===== config.mk =====
export PLATFORM = sky130hd
export DESIGN_NAME = decimal_integer_stream_parser
export DESIGN_NICKNAME = d
export VERILOG_FILES = /design/src/sv/dip_pkg.sv /design/src/sv/dip_apb_regs.sv /design/src/sv/dip_in_stage.sv /design/src/sv/dip_parser.sv /design/src/sv/decimal_integer_stream_parser.sv
export SDC_FILE = /design/constraint.sdc
export NUM_CORES = 1
export LEC_CHECK = 0
export BUFFER_PORTS_ARGS = -buffer_cell sky130_fd_sc_hd__buf_2
export CORE_AREA = 5 5 120 122
export DETAILED_ROUTE_END_ITERATION = 10
export DIE_AREA = 0 0 125 127
export GPL_ROUTABILITY_DRIVEN = 0
export PLACE_DENSITY = 0.66
export SLEW_MARGIN = 20
export SYNTH_ARGS = -nofsm -noshare
export SYNTH_HDL_FRONTEND = slang
export SYNTH_SLANG_ARGS = --single-unit
export TNS_END_PERCENT = 30

===== constraint.sdc =====
create_clock -name clk_i -period 6.4 [get_ports clk_i]
set_input_delay 0.64 -clock clk_i [delete_from_list [all_inputs] [get_ports clk_i]]
set_output_delay 0.64 -clock clk_i [all_outputs]
set_load 0.02 [all_outputs]

===== src/sv/dip_pkg.sv =====
// Shared types and constants for the decimal integer stream parser.
// Depends on nothing; imported by every module of the block.
`default_nettype none

package dip_pkg;

  localparam int unsigned ValueWidth   = 17;
  localparam int unsigned TickWidth    = 16;
  localparam int unsigned AccWidth     = 16;
  localparam int unsigned ApbAddrWidth = 3;
  localparam int unsigned ApbDataWidth = 32;

  localparam logic [TickWidth-1:0] TimeoutReset = 16'd2000;
  localparam logic [TickWidth-1:0] TickMax      = 16'hFFFF;

  localparam logic [7:0] CharZero  = 8'h30;
  localparam logic [7:0] CharNine  = 8'h39;
  localparam logic [7:0] CharMinus = 8'h2D;

  // Operation codes carried with every input transfer.
  localparam logic OpChar = 1'b0;
  localparam logic OpTick = 1'b1;

  // Register index of the timeout register, taken from paddr[2].
  localparam logic RegTimeout = 1'b0;

  typedef struct packed {
    logic       operation;
    logic [7:0] rx_char;
  } in_item_t;

  typedef struct packed {
    logic signed [ValueWidth-1:0] value;
    logic                         timed_out;
  } out_item_t;

  function automatic logic is_digit(input logic [7:0] c);
    is_digit = (c >= CharZero) && (c <= CharNine);
  endfunction

endpackage

`default_nettype wire


===== src/sv/dip_apb_regs.sv =====
// APB-style configuration register file holding the search timeout.
// Depends on dip_pkg.
`default_nettype none

module dip_apb_regs (
  input  wire logic                                 clk_i,
  input  wire logic                                 rst_ni,
  input  wire logic                                 psel,
  input  wire logic                                 penable,
  input  wire logic                                 pwrite,
  input  wire logic [dip_pkg::ApbAddrWidth-1:0]     paddr,
  input  wire logic [dip_pkg::ApbDataWidth-1:0]     pwdata,
  output logic      [dip_pkg::ApbDataWidth-1:0]     prdata,
  output logic                                      pready,
  output logic      [dip_pkg::TickWidth-1:0]        timeout_o
);
  import dip_pkg::*;

  logic [TickWidth-1:0] timeout_q;
  logic [TickWidth-1:0] timeout_d;
  logic                 wr_en;

  assign pready = 1'b1;
  assign wr_en  = psel && penable && pwrite && pready && (paddr[2] == RegTimeout);

  always_comb begin
    timeout_d = timeout_q;
    if (wr_en) begin
      timeout_d = pwdata[TickWidth-1:0];
    end
  end

  always_ff @(posedge clk_i or negedge rst_ni) begin
    if (!rst_ni) begin
      timeout_q <= TimeoutReset;
    end else begin
      timeout_q <= timeout_d;
    end
  end

  always_comb begin
    prdata = '0;
    if (paddr[2] == RegTimeout) begin
      prdata = {{(ApbDataWidth-TickWidth){1'b0}}, timeout_q};
    end
  end

  assign timeout_o = timeout_q;

endmodule

`default_nettype wire


===== src/sv/dip_in_stage.sv =====
// Input register stage: captures one input transfer and holds it until the
// parser consumes it. Depends on dip_pkg.
`default_nettype none

module dip_in_stage (
  input  wire logic              clk_i,
  input  wire logic              rst_ni,
  input  wire logic              in_valid_i,
  output logic                   in_ready_o,
  input  wire dip_pkg::in_item_t in_item_i,
  input  wire logic              consume_i,
  output logic                   valid_o,
  output dip_pkg::in_item_t      item_o
);
  import dip_pkg::*;

  logic     valid_q;
  logic     valid_d;
  in_item_t item_q;
  logic     take;

  assign in_ready_o = !valid_q || consume_i;
  assign take       = in_valid_i && in_ready_o;

  always_comb begin
    valid_d = valid_q;
    if (take) begin
      valid_d = 1'b1;
    end else if (consume_i) begin
      valid_d = 1'b0;
    end
  end

  always_ff @(posedge clk_i or negedge rst_ni) begin
    if (!rst_ni) begin
      valid_q <= 1'b0;
    end else begin
      valid_q <= valid_d;
    end
  end

  always_ff @(posedge clk_i) begin
    if (take) begin
      item_q <= in_item_i;
    end
  end

  assign valid_o = valid_q;
  assign item_o  = item_q;

endmodule

`default_nettype wire


===== src/sv/dip_parser.sv =====
// Parser state update and result register: one input item per cycle while the result register is free or being read.
// Depends on dip_pkg.
`default_nettype none

module dip_parser (
  input  wire logic                            clk_i,
  input  wire logic                            rst_ni,
  input  wire logic                            valid_i,
  input  wire dip_pkg::in_item_t               item_i,
  output logic                                 consume_o,
  input  wire logic [dip_pkg::TickWidth-1:0]   timeout_i,
  output logic                                 out_valid_o,
  input  wire logic                            out_ready_i,
  output dip_pkg::out_item_t                   out_item_o
);
  import dip_pkg::*;

  logic                 in_number_q, in_number_d;
  logic [7:0]           prev_q, prev_d;
  logic [AccWidth-1:0]  acc_q, acc_d;
  logic [TickWidth-1:0] tick_q, tick_d;
  logic                 neg_q, neg_d;
  logic                 out_valid_q, out_valid_d;
  out_item_t            out_item_q, out_item_d;

  logic                 fire;
  logic                 emit;
  logic                 digit;
  logic [AccWidth-1:0]  digit_val;
  logic [TickWidth-1:0] tick_inc;
  logic [ValueWidth-1:0] mag;

  assign fire      = valid_i && (!out_valid_q || out_ready_i);
  assign consume_o = fire;
  assign digit     = is_digit(item_i.rx_char);
  assign digit_val = {{(AccWidth-8){1'b0}}, item_i.rx_char - CharZero};
  assign tick_inc  = (tick_q == TickMax) ? tick_q : tick_q + 1'b1;
  assign mag       = {acc_q[AccWidth-1], acc_q};

  always_comb begin
    in_number_d = in_number_q;
    prev_d      = prev_q;
    acc_d       = acc_q;
    tick_d      = tick_q;
    neg_d       = neg_q;
    emit        = 1'b0;
    out_item_d  = out_item_q;
    if (fire) begin
      if (item_i.operation == OpTick) begin
        tick_d = tick_inc;
        if (!in_number_q && (tick_inc >= timeout_i)) begin
          emit                 = 1'b1;
          out_item_d.value     = '0;
          out_item_d.timed_out = 1'b1;
          tick_d               = '0;
        end
      end else if (!in_number_q) begin
        if (digit) begin
          in_number_d = 1'b1;
          neg_d       = (prev_q == CharMinus);
          acc_d       = digit_val;
        end else begin
          prev_d = item_i.rx_char;
        end
      end else if (digit) begin
        // Times ten as two shifts and an add, wrapping at 16 bits.
        acc_d = (acc_q << 3) + (acc_q << 1) + digit_val;
      end else begin
        emit                 = 1'b1;
        out_item_d.value     = neg_q ? -mag : mag;
        out_item_d.timed_out = 1'b0;
        in_number_d          = 1'b0;
        prev_d               = item_i.rx_char;
        tick_d               = '0;
      end
    end
  end

  always_comb begin
    out_valid_d = out_valid_q;
    if (fire) begin
      out_valid_d = emit;
    end else if (out_ready_i) begin
      out_valid_d = 1'b0;
    end
  end

  always_ff @(posedge clk_i or negedge rst_ni) begin
    if (!rst_ni) begin
      in_number_q <= 1'b0;
      prev_q      <= '0;
      acc_q       <= '0;
      tick_q      <= '0;
      neg_q       <= 1'b0;
      out_valid_q <= 1'b0;
    end else begin
      in_number_q <= in_number_d;
      prev_q      <= prev_d;
      acc_q       <= acc_d;
      tick_q      <= tick_d;
      neg_q       <= neg_d;
      out_valid_q <= out_valid_d;
    end
  end

  always_ff @(posedge clk_i) begin
    if (emit) begin
      out_item_q <= out_item_d;
    end
  end

  assign out_valid_o = out_valid_q;
  assign out_item_o  = out_item_q;

endmodule

`default_nettype wire


===== src/sv/decimal_integer_stream_parser.sv =====
// Top level of the decimal integer stream parser: input stage, parser and
// configuration registers. Depends on dip_pkg, dip_in_stage, dip_parser, dip_apb_regs.
//
// Usage. The input channel carries items of type in_item_t: either a received
// byte (operation OpChar) or a one millisecond tick (operation OpTick). Each
// transfer is taken on a valid/ready handshake. The output channel carries
// out_item_t results: a signed 17-bit value and a timeout flag. A number is
// emitted when a non-digit byte ends it; a zero with timed_out set is emitted
// when the tick count reaches the timeout while no number is in progress.
// The input register captures a transfer when it is accepted; the parser takes
// it once the result register is free or being read, and when a result is
// emitted loads it into the result register and raises out_valid_o. Throughput
// is one item per cycle while the receiver takes results; the state update of
// the parser is the only loop, and the input register keeps accepting while a
// finished result waits, so a stalled receiver only holds the input back
// once both the result register and the input register are full.
// Reset clears the parser state and the result valid flag and loads the
// timeout register with 2000 ticks. The timeout register sits at byte
// address 0 of the APB-style port; pready is always high.
`default_nettype none

module decimal_integer_stream_parser (
  input  wire logic                             clk_i,
  input  wire logic                             rst_ni,
  input  wire logic                             in_valid_i,
  output logic                                  in_ready_o,
  input  wire dip_pkg::in_item_t                in_item_i,
  output logic                                  out_valid_o,
  input  wire logic                             out_ready_i,
  output dip_pkg::out_item_t                    out_item_o,
  input  wire logic                             psel,
  input  wire logic                             penable,
  input  wire logic                             pwrite,
  input  wire logic [dip_pkg::ApbAddrWidth-1:0] paddr,
  input  wire logic [dip_pkg::ApbDataWidth-1:0] pwdata,
  output logic      [dip_pkg::ApbDataWidth-1:0] prdata,
  output logic                                  pready
);
  import dip_pkg::*;

  logic                 stage_valid;
  in_item_t             stage_item;
  logic                 consume;
  logic [TickWidth-1:0] timeout;

  // Input register: decouples the input handshake from the parser.
  dip_in_stage u_in_stage (
    .clk_i      (clk_i),
    .rst_ni     (rst_ni),
    .in_valid_i (in_valid_i),
    .in_ready_o (in_ready_o),
    .in_item_i  (in_item_i),
    .consume_i  (consume),
    .valid_o    (stage_valid),
    .item_o     (stage_item)
  );

  // Parser: updates the state and loads the result register.
  dip_parser u_parser (
    .clk_i       (clk_i),
    .rst_ni      (rst_ni),
    .valid_i     (stage_valid),
    .item_i      (stage_item),
    .consume_o   (consume),
    .timeout_i   (timeout),
    .out_valid_o (out_valid_o),
    .out_ready_i (out_ready_i),
    .out_item_o  (out_item_o)
  );

  // Configuration registers.
  dip_apb_regs u_regs (
    .clk_i     (clk_i),
    .rst_ni    (rst_ni),
    .psel      (psel),
    .penable   (penable),
    .pwrite    (pwrite),
    .paddr     (paddr),
    .pwdata    (pwdata),
    .prdata    (prdata),
    .pready    (pready),
    .timeout_o (timeout)
  );

  // A timeout result always carries the value zero.
  assert property (@(posedge clk_i) disable iff (!rst_ni)
    out_valid_o && out_item_o.timed_out |-> out_item_o.value == '0)
    else $error("timeout result with non-zero value");

  // The input side only stalls when both stages are full and the output is held.
  assert property (@(posedge clk_i) disable iff (!rst_ni)
    !in_ready_o |-> stage_valid && out_valid_o && !out_ready_i)
    else $error("input stalled without a full pipeline");

  // A write to the timeout register takes effect at the next edge.
  assert property (@(posedge clk_i) disable iff (!rst_ni)
    psel && penable && pwrite && (paddr[2] == RegTimeout)
      |=> timeout == $past(pwdata[TickWidth-1:0]))
    else $error("timeout register not updated by write");

  // The parser only consumes an item that the input stage holds.
  assert property (@(posedge clk_i) disable iff (!rst_ni)
    consume |-> stage_valid)
    else $error("parser consumed an empty input stage");

endmodule

`default_nettype wire

==> results.txt, run 1 <==
----------------------------------------------------
[Timing]
  Number of max-slew violations in the final report ... 0
  Unrepaired setup endpoints after global routing ... no
  Final hold violation count ... 0
  Max_slew headroom ... 44.84%
  Transition time at the pin with the least slew margin ... 823.0 ps
  Fin crit period ... a little under 4000 ps
  Post-route clock skew ... 9.003 ps
  Ratio of final minimum period to clock period ... 61.52%
  Final setup viols ... 0
  Total negative slack for setup checks ... 0 ps
  Highest attainable clock frequency ... between 200 and 300 MHz

[Final layout]
  Area used by sequential logic in the layout ... 2320 µm²
  Multi-input gate area in the final layout ... 2798 µm²
  Total of fill cells in the finished design ... between 1000 and 1500
  # diodes ... 0
  Post-Route Utilization ... between 40 and 50%
  Area overhead of the layout relative to synthesis ... 13.16%
  Share of final-layout standard cells stronger than drive strength 1 ... roughly a fifth
  Final net count ... a little under 700

[Synth]
  Basic-gate share of the synthesized area counting and, or, nand and nor cells ... a little over an eighth
  Async SR Flop Fraction ... just under 70%
  Count of cell types in the netlist ... between 50 and 60
  Number of enable flip-flop cells after synthesis ... 27
  Multiplexer fraction of the synthesized cell area ... 6.536%
  Leading post-synthesis cells by cell area ... sky130_fd_sc_hd__dfrtp_1, sky130_fd_sc_hd__edfxtp_1, sky130_fd_sc_hd__ha_1
  Mapped Cells ... 536
  Synth Area in Adders ... 11.69%
  Register bit count reported by yosys ... 87
  Post-synth top area share ... 24.94%
  Cell type contributing the most total cell area after synthesis ... sky130_fd_sc_hd__dfrtp_1
  Combinational family with the most area after synthesis ... simple AND/OR/NAND/NOR gates
  Count of warnings emitted by yosys ... 0
  Main synth FF type ... sky130_fd_sc_hd__dfrtp_1
  Xor/xnor share of the synthesized area ... roughly 6.5%
  Sequential cell area fraction in the yosys report ... between 40% and 50%
  Compound-cell area share of the yosys netlist ... between 10% and 20%
  Post-Syn Area ... 5418 µm²
  Commonest cells in the netlist ... sky130_fd_sc_hd__dfrtp_1, sky130_fd_sc_hd__nor2_1, sky130_fd_sc_hd__inv_1, sky130_fd_sc_hd__ha_1, sky130_fd_sc_hd__nand2_1
  Mapped Avg Cell Area ... between 10 and 15 µm²
  Most repeated cell in the gate-level netlist after synthesis ... sky130_fd_sc_hd__dfrtp_1

[Drt]
  Vias per cell ... 5.087
  Pre-Repair DR Iteration Count ... 4
  Violation count after the first detailed-routing iteration ... about 210
  Number of DRC violations after detailed routing ... 0
  Count of vias placed by the detailed router ... just under 4000
  Total routed wirelength ... about 11 mm
  Antenna viol nets, final ... 0
  Per-cell routed wire length ... about 14 µm

[Pwr]
  P per Cell Area ... between 300 and 400 nW/µm²
  Share of total power in the clock network ... between 20% and 30%
  Combinational share of power ... between 30% and 40%
  Post-layout power ... between 1500 and 2000 µW
  Switching share of power ... between 30 and 40%
  Seq pwr share ... between 30% and 40%
  Switching component of the power ... 653.7 µW
  Int Pwr ... 1186 µW
  Lkg Pwr ... around 0.0029 µW
  Worst supply voltage drop on vdd ... approximately 0.00017 V

[Clock tree]
  Deepest clock path buffer count ... 2
  Setup fix buffers added after clock tree synthesis ... 0
  Clock transition at path regs ... 60 ps
  Number of levels in the clock H-tree ... 3
  TritonCTS clock tree ... built
  Clk Latency, worst-skew pair ... around 350 ps
  Number of clock sinks ... 87
  Root buffer selected by CTS ... sky130_fd_sc_hd__clkbuf_16
  Hold Buf Count CTS ... 0
  Number of gates given a new drive strength after cts ... 0
  CTS buffer count ... 9

[Run status]
  Outcome ... complete, no violations

[Critical path]
  Worst Path Class, Setup ... flop to flop
  Startpoint of the worst setup timing path ... u_parser.tick_q[0]$_DFFE_PN0P_
  Data arrival time at the worst-slack endpoint ... between 3000 and 4000 ps
  Flop2flop setup slack ... roughly 2500 ps
  Highest net fanout along the worst path ... 18
  Depth of the most critical reg-to-reg path ... 13
  Type of element launching the critical path ... flop
  Sort of element at the end of the critical path ... flop
  R2r startpoint ... u_parser.tick_q[0]$_DFFE_PN0P_
  Worst setup path end ... u_parser.out_item_o[17]$_SDFFCE_PP0P_
  Destination of the worst register-to-register timing path ... u_parser.out_item_o[17]$_SDFFCE_PP0P_
  Data required time at the worst endpoint ... 6380 ps

[Global routing]
  Via count of the first global-routing pass ... approximately 4000
  Largest net degree at the start of global routing ... 61
  Gr usage total ... roughly 14%
  First-pass GRT wire length ... between 15 and 20 mm
  Overflow left after global routing ... 0
  Initial antenna violation count ... 0

[Placement]
  DP Wirelength ... about 8.3 mm
  # port buffers ... slightly below 70

[Floorplanning]
  Die ar. ... between 15000 and 20000 µm²
  Core Region ... between 10000 and 15000 µm²
  Num ports ... ~100
  Die boundary width ... around 130 µm
  Height of the chip ... approximately 130 µm
  Rows ... 42
  Effective utilization at floorplan ... roughly two fifths

[Worst hold path]
  Tightest Hold Check Type ... input port to asynchronous set/reset pin

[Run]
  Count of max-cap constraint violations ... 0

----------------------------------------------------
[per-layer routing]
metal | vias to the layer above | GRT usage (%) | routed length (µm) | part of all wire [%]
met5 | - | 0 | 0 | 0
met4 | 0 | 5.357 | 178 | 1.6
met3 | 13 | 3.756 | 563 | 5.2
met2 | 94 | 23.44 | 5133 | 47
met1 | 1877 | 18.74 | 4993 | 46
li1 | 1974 | - | - | -
[worst max-delay path, stage by stage, from the launching register on]
cell and delay, ps:
sky130_fd_sc_hd__dfrtp_1 440, sky130_fd_sc_hd__ha_1 190, sky130_fd_sc_hd__nand3_1 130, sky130_fd_sc_hd__nor3_1 390, sky130_fd_sc_hd__nand2_1 330, sky130_fd_sc_hd__and4_1 310
sky130_fd_sc_hd__xor2_1 250, sky130_fd_sc_hd__ha_1 230, sky130_fd_sc_hd__nor2_1 50, sky130_fd_sc_hd__nor3_1 170, sky130_fd_sc_hd__a21oi_1 140, sky130_fd_sc_hd__o21ai_0 260
sky130_fd_sc_hd__nand2_1 110, sky130_fd_sc_hd__inv_1 540
[cells in the final DEF (no fill, tap or decap), types with 6 or more instances in the layout]
| cell type | instances |
|---|---|
| sky130_fd_sc_hd__a21o_1 | 7 |
| sky130_fd_sc_hd__a21oi_1 | 23 |
| sky130_fd_sc_hd__a22o_1 | 10 |
| sky130_fd_sc_hd__buf_2 | 68 |
| sky130_fd_sc_hd__clkbuf_16 | 9 |
| sky130_fd_sc_hd__conb_1 | 17 |
| sky130_fd_sc_hd__dfrtp_1 | 54 |
| sky130_fd_sc_hd__dfstp_2 | 6 |
| sky130_fd_sc_hd__edfxtp_1 | 27 |
| sky130_fd_sc_hd__fa_1 | 6 |
| sky130_fd_sc_hd__ha_1 | 41 |
| sky130_fd_sc_hd__inv_1 | 42 |
| sky130_fd_sc_hd__mux2_2 | 27 |
| sky130_fd_sc_hd__nand2_1 | 38 |
| sky130_fd_sc_hd__nand3_1 | 16 |
| sky130_fd_sc_hd__nor2_1 | 50 |
| sky130_fd_sc_hd__o21ai_0 | 27 |
| sky130_fd_sc_hd__o31ai_1 | 8 |
| sky130_fd_sc_hd__or3_1 | 6 |
| sky130_fd_sc_hd__xnor2_1 | 18 |
| sky130_fd_sc_hd__xor2_1 | 22 |
[power by group through the flow]
stage / clock [µW] / sequential [µW] / combinational, µW
final: 493 / 724 / 623
after global routing: 533 / 735 / 718
after CTS: 509 / 724 / 626
after detailed placement: 0 / 734 / 623
after global placement: 0 / 729 / 599
after floorplan: 0 / 720 / 491
[logic make-up after synthesis]
logic type / count (synthesis)
flip-flops: 87
adder cells (fa/ha/maj): 47
multiplexers: 32
other: 2
buffers and inverters: 77
AO/OA/AOI/OAI: 101
XOR/XNOR: 40
AND/OR/NAND/NOR: 150
[sequential cells by signal, indices dropped and copies added, names as in the netlist]
signal	count
u_parser.out_item_o	18
u_in_stage.valid_o	1
u_parser.out_valid_o	1
u_regs.timeout_o	16
u_parser.in_number_q	1
u_parser.prev_q	8
u_in_stage.item_o	9
u_parser.neg_q	1
u_parser.acc_q	16
u_parser.tick_q	16
[area by class of cell]
cell class,count,share of cell area (%)
multi-input combinational,387,45.63
sequential,87,37.84
timing repair buffer,70,5.796
clock buffer,9,3.673
tap,176,3.592
inverter,42,2.571
clock inverter,7,0.8980
[metrics by stage]
stage / instance area [µm²] / cells / setup slack (ps) / hold slack (ps)
2_1_floorplan: 5474 / 551 / 3175 / 344.4
3_3_place_gp: 5851 / 762 / 2594 / 472.0
3_5_place_dp: 5851 / 762 / 2493 / 477.4
4_1_cts: 6131 / 778 / 2471 / 450.8
5_1_grt: 6131 / 778 / 2150 / 457.2
6_report: 6131 / 778 / 2463 / 441.4
[how the worst min path moves through the flow]
stage                              startpoint                               to  cells after the start
5_1_grt                          in_item_i[6]   u_in_stage.item_o[6]$_DFFE_PP_                      1
6_report                               rst_ni  u_regs.timeout_o[3]$_DFFE_PN0P_                      2
4_1_cts                          in_item_i[8]   u_in_stage.item_o[8]$_DFFE_PP_                      1
3_3_place_gp   u_in_stage.item_o[0]$_DFFE_PP_    u_parser.acc_q[0]$_DFFE_PN0P_                      2
2_1_floorplan                          rst_ni   u_in_stage.valid_o$_DFFE_PN0P_                      0
3_5_place_dp   u_in_stage.item_o[0]$_DFFE_PP_    u_parser.acc_q[0]$_DFFE_PN0P_                      2
(Power assumes the default switching activity.)
==> inputs of run 2 (changes only) <==
--- a/config.mk
+++ b/config.mk
@@ -5,12 +5,13 @@
 export SDC_FILE = /design/constraint.sdc
 export NUM_CORES = 1
 export LEC_CHECK = 0
+export ABC_AREA = 1
 export BUFFER_PORTS_ARGS = -buffer_cell sky130_fd_sc_hd__buf_2
-export CORE_AREA = 5 5 120 122
+export CORE_AREA = 5 5 121 123
 export DETAILED_ROUTE_END_ITERATION = 10
-export DIE_AREA = 0 0 125 127
+export DIE_AREA = 0 0 126 128
 export GPL_ROUTABILITY_DRIVEN = 0
-export PLACE_DENSITY = 0.66
+export PLACE_DENSITY = 0.68
 export SLEW_MARGIN = 20
 export SYNTH_ARGS = -nofsm -noshare
 export SYNTH_HDL_FRONTEND = slang
==> constraint.sdc (replaced) <==
create_clock -name clk_i -period 3.6 [get_ports clk_i]
set_input_delay 0.36 -clock clk_i [delete_from_list [all_inputs] [get_ports clk_i]]
set_output_delay 0.36 -clock clk_i [all_outputs]
set_load 0.02 [all_outputs]
==> run 2 against run 1 <==
Against the previous run:
- hold slack got worse by 340 ps
- first-iteration DRC count increased by 36%
- highest routed layer unchanged
- core utilization down 0.31 points
- global-route usage is 1.4 points higher
- routed wire length up 10%
- largest power group unchanged
- clock power increased by 84%
- register-to-register slack got worse by 1900 ps
- combinational power rose by 78%
- synthesized cell count grew 31%
- critical path type unchanged
==> results.txt, run 2 <==
----------------------------------------------------
[Placement]
  # port buffers ... 68 (unchanged)
  DP Wirelength ... 9.435 mm (+13%)

[Drt]
  Number of DRC violations after detailed routing ... 0 (unchanged)
  Total routed wirelength ... 11.97 mm (+10%)
  Vias per cell ... 4.752 (-6.6%)
  Violation count after the first detailed-routing iteration ... 280 (+36%)
  Per-cell routed wire length ... 12.57 µm (-10%)
  Count of vias placed by the detailed router ... 4524 (+14%)
  Pre-Repair DR Iteration Count ... 5 (+1)
  Antenna viol nets, final ... 0 (unchanged)

[Pwr]
  P per Cell Area ... 522.3 nW/µm² (+74%)
  Lkg Pwr ... 0.003275 µW (+14%)
  Post-layout power ... 3296 µW (+79%)
  Worst supply voltage drop on vdd ... 0.0002593 V (+50%)

[Clock tree]
  TritonCTS clock tree ... built
  Number of gates given a new drive strength after cts ... 0 (unchanged)
  Deepest clock path buffer count ... 2 (unchanged)
  Clk Latency, worst-skew pair ... 340 ps (about the same)
  Number of levels in the clock H-tree ... 3 (unchanged)
  CTS buffer count ... 9 (unchanged)
  Number of clock sinks ... 87 (unchanged)
  Setup fix buffers added after clock tree synthesis ... 0 (unchanged)
  Hold Buf Count CTS ... 0 (unchanged)
  Clock transition at path regs ... 60 ps (about the same)
  Root buffer selected by CTS ... sky130_fd_sc_hd__clkbuf_16

[Floorplanning]
  Die ar. ... 16130 µm² (+1.6%)
  Height of the chip ... 128 µm (+0.79%)
  Num ports ... 104 (unchanged)
  Die boundary width ... 126 µm (+0.80%)
  Effective utilization at floorplan ... 40.95% (-0.46 points)
  Core Region ... 13560 µm² (+3.6%)
  Rows ... 43 (+2.4%)

[Timing]
  Total negative slack for setup checks ... 0 ps (unchanged)
  Unrepaired setup endpoints after global routing ... no
  Highest attainable clock frequency ... 327.6 MHz (+29%)
  Max_slew headroom ... 47.12% (+2.3 points)
  Final hold violation count ... 0 (unchanged)
  Ratio of final minimum period to clock period ... 84.79% (+23 points)
  Transition time at the pin with the least slew margin ... 793.2 ps (-29.79 ps)
  Number of max-slew violations in the final report ... 0 (unchanged)
  Final setup viols ... 0 (unchanged)
  Post-route clock skew ... 6.619 ps (-2.384 ps)
  Fin crit period ... 3052 ps (-884.8 ps)

[Critical path]
  Highest net fanout along the worst path ... 16 (-2)
  Flop2flop setup slack ... 550 ps (-1920 ps)
  R2r startpoint ... u_parser.tick_q[0]$_DFFE_PN0P_
  Data arrival time at the worst-slack endpoint ... 3100 ps (-810 ps)
  Destination of the worst register-to-register timing path ... u_parser.out_item_o[15]$_SDFFCE_PP0P_
  Data required time at the worst endpoint ... 3650 ps (-2730 ps)
  Depth of the most critical reg-to-reg path ... 19 (+6)
  Type of element launching the critical path ... flop
  Sort of element at the end of the critical path ... flop
  Worst Path Class, Setup ... flop to flop

[Final layout]
  Post-Route Utilization ... 46.55% (-0.31 points)
  Most frequent standard cell in the layout excluding fill and tap cells ... sky130_fd_sc_hd__nand2_1
  Number of flip-flops under the largest register name ... 18 (unchanged)
  Area overhead of the layout relative to synthesis ... 13.68%
  Final net count ... 865 (+24%)
  Share of final-layout standard cells stronger than drive strength 1 ... 13.73% (-6.7 points)
  Top library cells by usage in the layout, fill and taps aside ... sky130_fd_sc_hd__nand2_1, sky130_fd_sc_hd__nor2_1, sky130_fd_sc_hd__inv_1, sky130_fd_sc_hd__buf_2, sky130_fd_sc_hd__a21oi_1
  # diodes ... 0 (unchanged)

[Synth]
  Count of warnings emitted by yosys ... 0 (unchanged)
  Main synth FF type ... sky130_fd_sc_hd__dfrtp_1
  Post-Syn Area ... 5552 µm² (+2.5%)
  Most repeated cell in the gate-level netlist after synthesis ... sky130_fd_sc_hd__nand2_1
  Cell type contributing the most total cell area after synthesis ... sky130_fd_sc_hd__dfrtp_1
  Mapped Avg Cell Area ... 7.931 µm² (-22%)
  Leading post-synthesis cells by cell area ... sky130_fd_sc_hd__dfrtp_1, sky130_fd_sc_hd__edfxtp_1, sky130_fd_sc_hd__nand2_1
  Post-synth top area share ... 24.34% (-0.60 points)
  Sequential cell area fraction in the yosys report ... 41.78% (-1.0 points)
  Async SR Flop Fraction ... 68.97% (unchanged)
  Count of cell types in the netlist ... 40 (-27%)
  Number of enable flip-flop cells after synthesis ... 27 (unchanged)
  Mapped Cells ... 700 (+31%)
  Register bit count reported by yosys ... 87 (unchanged)
  Commonest cells in the netlist ... sky130_fd_sc_hd__nand2_1, sky130_fd_sc_hd__nor2_1, sky130_fd_sc_hd__inv_1, sky130_fd_sc_hd__a21oi_1, sky130_fd_sc_hd__dfrtp_1

[Run]
  Count of max-cap constraint violations ... 0 (unchanged)

[Global routing]
  Via count of the first global-routing pass ... 4343 (+9.4%)
  Overflow left after global routing ... 0 (unchanged)
  Gr usage total ... 15.80% (+1.4 points)
  First-pass GRT wire length ... 20.72 mm (+8.7%)
  Largest net degree at the start of global routing ... 36 (-41%)
  Initial antenna violation count ... 0 (unchanged)

[Run status]
  Outcome ... complete, no violations

[Worst hold path]
  Tightest Hold Check Type ... input port to asynchronous set/reset pin

----------------------------------------------------
run 2: changes by cell type in the layout (fill, tap and decap cells not counted), sizes merged, moves of 14 or more:
cell | before | now
nand2 | 38 | 166
xnor2 | 18 | 4
mux2 | 27 | 1
nor2 | 50 | 86
nand3 | 16 | 39
inv | 44 | 85
a21oi | 24 | 56
run 2: logic make-up (layout without fill, tap and decap cells):
| logic type | Yosys count | count (layout) | share of synthesized area (%) |
|---|---|---|---|
| buf+inv | 119 | 176 | 9.488 |
| fa+ha+maj | 47 | 47 | 11.40 |
| simple gates | 322 | 322 | 24.18 |
| other cells | 2 | 17 | 0.1353 |
| mux | 1 | 1 | 0.2028 |
| flops | 87 | 87 | 41.79 |
| compound gates | 105 | 105 | 10.12 |
| xor+xnor | 17 | 17 | 2.682 |
run 2: layout make-up:
cell class / instances / area [µm²]
clock buffers: 13 / 240.2
multi-input cells: 509 / 2761
fillers: 1382 / 7247
clock inverters: 3 / 43.79
repair buffers: 74 / 397.9
well taps: 180 / 225.2
inverters: 86 / 322.8
flip-flops and latches: 87 / 2320
run 2: worst max path at each step:
stage	startpoint	to	slack, ps	cells after the start
detailed placement	u_parser.tick_q[0]$_DFFE_PN0P_	u_parser.out_item_o[11]$_SDFFCE_PP0P_	510	19
finish	u_parser.tick_q[0]$_DFFE_PN0P_	u_parser.out_item_o[15]$_SDFFCE_PP0P_	550	19
CTS	u_parser.tick_q[0]$_DFFE_PN0P_	u_parser.out_item_o[15]$_SDFFCE_PP0P_	500	19
global route	u_parser.tick_q[0]$_DFFE_PN0P_	u_parser.out_item_o[15]$_SDFFCE_PP0P_	110	19
floorplan	u_parser.tick_q[0]$_DFFE_PN0P_	u_parser.out_item_o[0]$_SDFFCE_PP1P_	700	21
global placement	u_parser.tick_q[0]$_DFFE_PN0P_	u_parser.out_item_o[11]$_SDFFCE_PP0P_	550	19
run 2: layer usage:
layer | vias to the layer above | GRT usage [%] | routed length [µm]
met5 | - | 0 | 0
met4 | 0 | 4.164 | 146
met3 | 15 | 3.708 | 493
met2 | 84 | 27.76 | 5954
met1 | 2043 | 19.60 | 5376
li1 | 2382 | - | -
run 2: per-stage QoR:
step	std cells	setup WS, ps	hold WS, ps	instance area [µm²]
6_report	952	547.6	102.8	6311
5_1_grt	952	110.0	161.7	6311
4_1_cts	952	498.4	119.4	6311
3_5_place_dp	936	510.2	483.1	6027
3_3_place_gp	936	551.1	469.1	6027
2_1_floorplan	715	698.6	64.41	5608
run 2: worst max-delay path, stage by stage (launching register included):
cell	delay, ps
sky130_fd_sc_hd__dfrtp_1	430
sky130_fd_sc_hd__ha_1	220
sky130_fd_sc_hd__nand3_1	140
sky130_fd_sc_hd__inv_1	140
sky130_fd_sc_hd__nand2_2	100
sky130_fd_sc_hd__nor2_4	200
sky130_fd_sc_hd__xor2_1	260
sky130_fd_sc_hd__inv_1	80
sky130_fd_sc_hd__ha_1	280
sky130_fd_sc_hd__nand4_1	90
sky130_fd_sc_hd__nor2_1	100
sky130_fd_sc_hd__nor2_1	40
sky130_fd_sc_hd__nand2_1	50
sky130_fd_sc_hd__nand2_1	40
sky130_fd_sc_hd__nand2_1	80
sky130_fd_sc_hd__nand2_2	50
sky130_fd_sc_hd__nand2_1	50
sky130_fd_sc_hd__nand2_1	80
sky130_fd_sc_hd__inv_1	150
sky130_fd_sc_hd__buf_12	170
run 2: power breakdown:
group | switching [µW] | internal, µW | leakage [µW]
logic | 696 | 415 | 0.00214
registers | 109 | 1170 | 0.000998
clock network | 367 | 539 | 0.000138
total | 1170 | 2120 | 0.00328
